### src/hdl/assert_macros.svh
// Assertion macros used by the top-level RTL file of the role queue.
`ifndef ASSERT_MACROS_SVH
`define ASSERT_MACROS_SVH

// Check a property at every rising edge, ignoring cycles spent in reset.
`define LORQ_ASSERT(lbl, clk, rst_n, prop, msg) \
    lbl: assert property (@(posedge clk) disable iff (!rst_n) (prop)) else $error(msg);

// Check a property at every rising edge, reset included.
`define LORQ_ASSERT_ALWAYS(lbl, clk, prop, msg) \
    lbl: assert property (@(posedge clk) (prop)) else $error(msg);

`endif

### src/hdl/lorq_pkg.sv
// Package with the types, constants and codes of the role queue.
`timescale 1ns / 1ps

package lorq_pkg;

    localparam int QUEUE_DEPTH = 16;
    localparam int TIME_BITS   = 16;
    localparam int SOURCE_BITS = 8;
    localparam int CNT_BITS    = $clog2(QUEUE_DEPTH + 1);
    localparam int ACT_BITS    = 2;

    localparam int IN_DATA_BITS   = TIME_BITS + SOURCE_BITS;
    localparam int IN_TDATA_BITS  = ((IN_DATA_BITS + 7) / 8) * 8;
    localparam int IN_TUSER_BITS  = ACT_BITS + 1;
    localparam int OUT_DATA_BITS  = TIME_BITS + CNT_BITS + 1 + SOURCE_BITS + 1;
    localparam int OUT_TDATA_BITS = ((OUT_DATA_BITS + 7) / 8) * 8;

    localparam logic [ACT_BITS-1:0] ACT_INSERT = 2'd0;
    localparam logic [ACT_BITS-1:0] ACT_REMOVE = 2'd1;
    localparam logic [ACT_BITS-1:0] ACT_QUERY  = 2'd2;

    localparam logic ROLE_VICTIM = 1'b0;
    localparam logic ROLE_KILLER = 1'b1;

    localparam logic [TIME_BITS-1:0] TIME_MAX = {TIME_BITS{1'b1}};

    typedef struct packed {
        logic [TIME_BITS-1:0]   time_stamp;
        logic [SOURCE_BITS-1:0] source;
        logic                   role;
    } t_entry;

    typedef enum logic [1:0] {
        CELL_HOLD   = 2'd0,
        CELL_INSERT = 2'd1,
        CELL_REMOVE = 2'd2
    } t_cell_op;

    // Broadcast from the controller to every cell.
    typedef struct packed {
        t_cell_op op;
        logic     role;
        t_entry   entry;
    } t_cell_ctrl;

    // Handed from each cell to its right neighbor.
    typedef struct packed {
        logic                   gt;
        logic                   hit;
        logic                   kill_seen;
        logic [SOURCE_BITS-1:0] kill_src;
    } t_link;

endpackage

### src/hdl/lorq_cell.sv
// One cell of the sorted chain: holds one queue entry.
`timescale 1ns / 1ps

module lorq_cell (
    input  logic                i_clk,
    input  lorq_pkg::t_cell_ctrl i_ctrl,
    input  logic                i_occ,
    input  lorq_pkg::t_link     i_link,
    input  lorq_pkg::t_entry    i_left_entry,
    input  lorq_pkg::t_entry    i_right_entry,
    output lorq_pkg::t_entry    o_entry,
    output lorq_pkg::t_link     o_link
);

    lorq_pkg::t_entry r_entry;
    lorq_pkg::t_entry n_entry;
    logic             w_after;

    // Held entry sorts strictly after the new one.
    assign w_after = (r_entry.time_stamp > i_ctrl.entry.time_stamp) ||
                     ((r_entry.time_stamp == i_ctrl.entry.time_stamp) &&
                      (r_entry.source > i_ctrl.entry.source));

    always_comb begin
        o_link.gt        = !i_occ || w_after;
        o_link.hit       = i_link.hit || (i_occ && (r_entry.role == i_ctrl.role));
        o_link.kill_seen = i_link.kill_seen || (i_occ && (r_entry.role == lorq_pkg::ROLE_KILLER));
        o_link.kill_src  = i_link.kill_seen ? i_link.kill_src : r_entry.source;
    end

    always_comb begin
        n_entry = r_entry;
        case (i_ctrl.op)
            lorq_pkg::CELL_INSERT: begin
                if (i_link.gt) begin
                    n_entry = i_left_entry;
                end else if (o_link.gt) begin
                    n_entry = i_ctrl.entry;
                end
            end
            lorq_pkg::CELL_REMOVE: begin
                // close the gap left by the first matching entry
                if (o_link.hit) begin
                    n_entry = i_right_entry;
                end
            end
            default: begin
                n_entry = r_entry;
            end
        endcase
    end

    always_ff @(posedge i_clk) begin
        r_entry <= n_entry;
    end

    assign o_entry = r_entry;

endmodule

### src/hdl/lorq_lamport_clock.sv
// Saturating Lamport clock register.
`timescale 1ns / 1ps

module lorq_lamport_clock (
    input  logic                           i_clk,
    input  logic                           i_rst_n,
    input  logic                           i_update,
    input  logic [lorq_pkg::TIME_BITS-1:0] i_time,
    output logic [lorq_pkg::TIME_BITS-1:0] o_clock
);

    logic [lorq_pkg::TIME_BITS-1:0] r_clock;
    logic [lorq_pkg::TIME_BITS-1:0] n_clock;
    logic [lorq_pkg::TIME_BITS-1:0] w_max;

    always_comb begin
        w_max = (i_time > r_clock) ? i_time : r_clock;
        n_clock = r_clock;
        if (i_update) begin
            n_clock = (w_max == lorq_pkg::TIME_MAX) ? w_max
                                                    : w_max + lorq_pkg::TIME_BITS'(1);
        end
    end

    always_ff @(posedge i_clk) begin
        if (!i_rst_n) begin
            r_clock <= '0;
        end else begin
            r_clock <= n_clock;
        end
    end

    assign o_clock = r_clock;

endmodule

### src/hdl/lamport_ordered_role_queue.sv
// Top level of the Lamport-ordered role queue: controller and cell chain.
// Usage
//   Input stream (s_axis): one item per received message. tdata carries the
//   timestamp and the sending source, tuser the action and the sender role.
//   Actions: insert the entry, remove the earliest victim and then the
//   earliest killer, or query only (code 3 also queries).
//   Output stream (m_axis): exactly one result item per input item, in order,
//   reporting the clock, the entry count, the earliest queued killer and
//   whether an insert was dropped on a full queue.
// Sequence
//   Insert and query go from the accepting edge to the report state, which loads
//   the output register; remove passes the killer state first, one removal per
//   step (victim, then killer), as the cell chain shifts once per cycle. The input
//   is ready again after that load, so no item enters before the last is reported.
// Reset and stall
//   Reset clears the clock, the entry count and the control state; entry
//   payloads are left as they are, since only counted cells are ever read.
//   A result waits in the output register while the receiver stalls; the
//   block still takes the next item, and holds in its report cycle only when
//   the register is still full.
`timescale 1ns / 1ps
`include "assert_macros.svh"

module lamport_ordered_role_queue (
    input  logic                                i_clk,
    input  logic                                i_rst_n,
    input  logic                                i_s_axis_tvalid,
    output logic                                o_s_axis_tready,
    // tdata, low bit up: msg_time[15:0], msg_source[23:16]
    input  logic [lorq_pkg::IN_TDATA_BITS-1:0]  i_s_axis_tdata,
    // tuser, low bit up: action[1:0], sender_role[2]
    input  logic [lorq_pkg::IN_TUSER_BITS-1:0]  i_s_axis_tuser,
    output logic                                o_m_axis_tvalid,
    input  logic                                i_m_axis_tready,
    // tdata, low bit up: clock_value[15:0], entry_count[20:16],
    // killer_found[21], first_killer_source[29:22], insert_dropped[30], zero pad
    output logic [lorq_pkg::OUT_TDATA_BITS-1:0] o_m_axis_tdata
);

    localparam int DEPTH = lorq_pkg::QUEUE_DEPTH;
    localparam int CNTW  = lorq_pkg::CNT_BITS;

    typedef enum logic [2:0] {
        ST_IDLE = 3'b001,
        ST_KILL = 3'b010,
        ST_RPT  = 3'b100
    } t_state;

    t_state                                r_state;
    t_state                                n_state;
    logic [CNTW-1:0]                       r_count;
    logic [CNTW-1:0]                       n_count;
    logic                                  r_dropped;
    logic                                  r_out_valid;
    logic [lorq_pkg::OUT_TDATA_BITS-1:0]   r_out_data;

    logic                                  w_accept;
    logic                                  w_full;
    logic                                  w_load;
    logic [lorq_pkg::ACT_BITS-1:0]         w_action;
    lorq_pkg::t_entry                      w_in_entry;
    lorq_pkg::t_cell_ctrl                  w_ctrl;
    logic [lorq_pkg::TIME_BITS-1:0]        w_clock;
    logic [lorq_pkg::SOURCE_BITS-1:0]      w_kill_src;

    logic             w_occ   [DEPTH];
    lorq_pkg::t_entry w_entry [DEPTH];
    lorq_pkg::t_link  w_link  [DEPTH+1];

    // Unpack the input item.
    assign w_action              = i_s_axis_tuser[lorq_pkg::ACT_BITS-1:0];
    assign w_in_entry.role       = i_s_axis_tuser[lorq_pkg::ACT_BITS];
    assign w_in_entry.time_stamp = i_s_axis_tdata[lorq_pkg::TIME_BITS-1:0];
    assign w_in_entry.source     = i_s_axis_tdata[lorq_pkg::IN_DATA_BITS-1:lorq_pkg::TIME_BITS];

    assign o_s_axis_tready = (r_state == ST_IDLE);
    assign w_accept        = i_s_axis_tvalid && o_s_axis_tready;
    assign w_full          = (r_count == CNTW'(DEPTH));
    assign w_load          = (r_state == ST_RPT) && (!r_out_valid || i_m_axis_tready);

    lorq_lamport_clock u_clock (
        .i_clk    (i_clk),
        .i_rst_n  (i_rst_n),
        .i_update (w_accept),
        .i_time   (w_in_entry.time_stamp),
        .o_clock  (w_clock)
    );

    // Chain of cells, cell 0 holds the earliest entry.
    assign w_link[0] = '0;

    for (genvar k = 0; k < DEPTH; k++) begin : g_cell
        lorq_pkg::t_entry w_left;
        lorq_pkg::t_entry w_right;

        assign w_occ[k] = (r_count > CNTW'(k));

        if (k == 0) begin : g_first
            assign w_left = w_ctrl.entry;
        end else begin : g_inner
            assign w_left = w_entry[k-1];
        end

        if (k == DEPTH - 1) begin : g_last
            assign w_right = w_entry[k];
        end else begin : g_body
            assign w_right = w_entry[k+1];
        end

        lorq_cell u_cell (
            .i_clk         (i_clk),
            .i_ctrl        (w_ctrl),
            .i_occ         (w_occ[k]),
            .i_link        (w_link[k]),
            .i_left_entry  (w_left),
            .i_right_entry (w_right),
            .o_entry       (w_entry[k]),
            .o_link        (w_link[k+1])
        );
    end

    // Drive the chain and advance the controller.
    always_comb begin
        w_ctrl.op    = lorq_pkg::CELL_HOLD;
        w_ctrl.role  = lorq_pkg::ROLE_VICTIM;
        w_ctrl.entry = w_in_entry;
        n_state      = r_state;
        n_count      = r_count;
        unique case (r_state)
            ST_IDLE: begin
                if (w_accept) begin
                    n_state = (w_action == lorq_pkg::ACT_REMOVE) ? ST_KILL : ST_RPT;
                    if (w_action == lorq_pkg::ACT_INSERT && !w_full) begin
                        w_ctrl.op = lorq_pkg::CELL_INSERT;
                        n_count   = r_count + CNTW'(1);
                    end else if (w_action == lorq_pkg::ACT_REMOVE) begin
                        w_ctrl.op = lorq_pkg::CELL_REMOVE;
                        if (w_link[DEPTH].hit) begin
                            n_count = r_count - CNTW'(1);
                        end
                    end
                end
            end
            ST_KILL: begin
                w_ctrl.op   = lorq_pkg::CELL_REMOVE;
                w_ctrl.role = lorq_pkg::ROLE_KILLER;
                n_state     = ST_RPT;
                if (w_link[DEPTH].hit) begin
                    n_count = r_count - CNTW'(1);
                end
            end
            ST_RPT: begin
                if (w_load) begin
                    n_state = ST_IDLE;
                end
            end
            default: begin
                n_state = ST_IDLE;
            end
        endcase
    end

    assign w_kill_src = w_link[DEPTH].kill_seen ? w_link[DEPTH].kill_src : '0;

    always_ff @(posedge i_clk) begin
        if (!i_rst_n) begin
            r_state     <= ST_IDLE;
            r_count     <= '0;
            r_out_valid <= 1'b0;
        end else begin
            r_state <= n_state;
            r_count <= n_count;
            if (w_load) begin
                r_out_valid <= 1'b1;
            end else if (i_m_axis_tready) begin
                r_out_valid <= 1'b0;
            end
        end
    end

    // Payload: drop flag and result word.
    always_ff @(posedge i_clk) begin
        if (w_accept) begin
            r_dropped <= (w_action == lorq_pkg::ACT_INSERT) && w_full;
        end
        if (w_load) begin
            r_out_data <= lorq_pkg::OUT_TDATA_BITS'({r_dropped, w_kill_src,
                                                    w_link[DEPTH].kill_seen,
                                                    r_count, w_clock});
        end
    end

    assign o_m_axis_tvalid = r_out_valid;
    assign o_m_axis_tdata  = r_out_data;

    `LORQ_ASSERT(a_count_bound, i_clk, i_rst_n, r_count <= CNTW'(DEPTH),
                 "entry count above depth")
    `LORQ_ASSERT(a_remove_kill, i_clk, i_rst_n,
                 (w_accept && (w_action == lorq_pkg::ACT_REMOVE)) |=> (r_state == ST_KILL),
                 "remove did not enter killer step")
    `LORQ_ASSERT(a_clock_mono, i_clk, i_rst_n,
                 w_accept |=> (w_clock >= $past(w_clock)), "Lamport clock went backward")

endmodule

### config.mk
export PLATFORM = sky130hd
export DESIGN_NAME = lamport_ordered_role_queue
export DESIGN_NICKNAME = d
export VERILOG_FILES = /design/src/hdl/lorq_pkg.sv /design/src/hdl/lorq_cell.sv /design/src/hdl/lorq_lamport_clock.sv /design/src/hdl/lamport_ordered_role_queue.sv
export VERILOG_INCLUDE_DIRS = /design/src /design/src/hdl
export SDC_FILE = /design/constraint.sdc
export NUM_CORES = 2
export LEC_CHECK = 0
export BUFFER_PORTS_ARGS = -buffer_cell sky130_fd_sc_hd__buf_4
export CORE_MARGIN = 4
export CORE_UTILIZATION = 70
export CTS_CLUSTER_DIAMETER = 120
export DETAILED_ROUTE_END_ITERATION = 8
export HOLD_SLACK_MARGIN = 0.15
export PLACE_DENSITY = 0.87
export SLEW_MARGIN = 20
export SYNTH_ARGS = -nofsm -noshare
export SYNTH_HDL_FRONTEND = slang
export SYNTH_HIERARCHICAL = 1
export SYNTH_SLANG_ARGS = --single-unit
### constraint.sdc
create_clock -name i_clk -period 15.4 [get_ports i_clk]
set_input_delay 0.77 -clock i_clk [delete_from_list [all_inputs] [get_ports i_clk]]
set_output_delay 0.77 -clock i_clk [all_outputs]
set_load 0.02 [all_outputs]
==> metrics.txt <==
status finished, final reports clean; multi-input logic area 20460 sq um; most frequent cells in the layout nand2_1 (529), o21ai_0 (457), edfxtp_1 (432), inv_1 (427), mux2i_1 (410); met1 usage 47.68%; M2 GR Usage 60.27%; largest net degree at the start of global routing 65; Fmax 0.1391 GHz; initial antenna violation count 1; M3 GR Usage 7.681%; Mapped Cells 3812; Root Driver clkbuf_16; DIE AREA 55210 sq um; Clk pin slew, worst setup/hold paths 0.06 ns; clk sinks 457; CP arrival 7.55 ns; Final Max Tran Viols 0; Area growth syn-to-layout 7.516%; final setup margin 8.212 ns; Max FO, Critical Path 13; Slew HR 23.42%; Worst Path Required 15.77 ns; # DRC 0; final count of negative-setup-slack endpoints 0; fill cell count 3314; Die Ht 235.0 microns; Final Critical Period 7.188 ns; number of max-cap violations 0; DP Worst Slack 8.509 ns; Final ANT Viol Nets 0; CTS Hold Bufs 0; first-pass GRT wire length 168.8 mm; clk buf depth 3; cts repair resizes 0; Cell Count Post-Placement 4448; Fin. Hold Viols 0; die width 235.0 microns; CTS Buf Count 50; Placer Congestion 1.005; crit start category register; Top Usage Layer GRT met2; yosys warns 6; unrepaired setup endpoints after global routing false; Initial DRT Pass Iterations 6; syn avg cell area 9.459 sq um; post-route cell area 38770 sq um; Core ar. 50580 sq um; mean number of vias per cell 6.809; leading cell type in the layout, fill and taps excluded nand2_1; IO Pins 65; element type at the critical path end register; Fin Setup TNS 0 ns; slack of the worst reg-to-reg path 8.21 ns; Worst-Skew Late Latency 0.61 ns; total power 0.003989 W; initial drt markers 3818; fin cells 4541; pwr dens 102.9 nW/um^2; Post-DP HPWL 77.02 mm; Worst Skew 0.02206 ns; fin nets 4266; Initial Util 71.29%; Vias 30.92k; layout cell share with drive strength beyond 1 10.29%; CP Class reg2reg; CTS tree done; vias in the first global route 29.89k; final WL 109.8 mm; Mapped Area 36060 sq um; FF+latch area 13470 sq um; Slew @ Worst Pin 1.137 ns; Peak supply drop 0.1253 mV; wire length per cell 24.17 microns; number of core rows 82; buffers added on ports 63; period utilization 46.68%; total track usage 38.14%; HP Class reg2reg; Setup Buffers After CTS 0; P_leak 17.62 nW; H-tree lvl count 2; total global routing overflow 0; placed cell areas 37210 sq um
## stage by stage
stage / util (%) / hold WS (ns)
after global placement: 73.57 / 0.4085
after global routing: 76.63 / 0.4499
after detailed placement: 73.57 / 0.4200
after floorplan: - / 0.4003
final: 76.64 / 0.4335
after CTS: 76.63 / 0.4344
## flip-flops by register name (all words and copies together), names as in the netlist
signal                 count
r_count                    5
r_dropped                  1
o_m_axis_tvalid            1
u_clock/o_clock           16
o_m_axis_tdata            31
r_state                    3
g_cell.u_cell/o_entry    400
## where the power goes
part	switching [W]	internal, W
Sequential	0.000109	0.00151
Combinational	0.000689	0.000510
Clock	0.000527	0.000648
Total	0.00133	0.00266
## final timing paths
check                           cells after the start  startpoint            endpoint
worst max-delay path                               20  r_count[0]  o_m_axis_tdata[29]
worst min-delay path                                0   r_dropped  o_m_axis_tdata[30]
worst max register to register                     20  r_count[0]  o_m_axis_tdata[29]
worst min register to register                      0   r_dropped  o_m_axis_tdata[30]
## critical path, cell delays in order, from the launching register on
cell and delay (ns):
dfxtp_1 0.57, inv_1 0.16, ha_1 0.25, nand2_1 0.13
a21o_1 0.35, a21o_1 0.34, a21o_1 0.36, a21o_1 0.36
a21o_1 0.34, a21o_1 0.35, a21o_1 0.36, a21o_1 0.36
a21o_1 0.36, a21o_1 0.35, a21o_1 0.35, a21o_1 0.35
a21o_1 0.35, a21o_1 0.35, a21o_1 0.35, mux2_2 0.39
and2_1 0.16
## per-layer routing
metal	vias up	share of wire, %	routed length, microns
li1	13843	-	-
met1	14435	36	39430
met2	2091	45	49160
met3	552	11	12350
met4	0	8.0	8827
met5	-	0	0
## final cells by class
cell class,instances,area share (%)
multi-input cells,2780,52.78
clock buffers,58,3.305
clock inverters,33,0.6875
well taps,672,2.169
diodes,2,0.01291
flip-flops and latches,457,34.75
repair buffers,111,2.149
inverters,428,4.144
(Power assumes the default switching activity.)
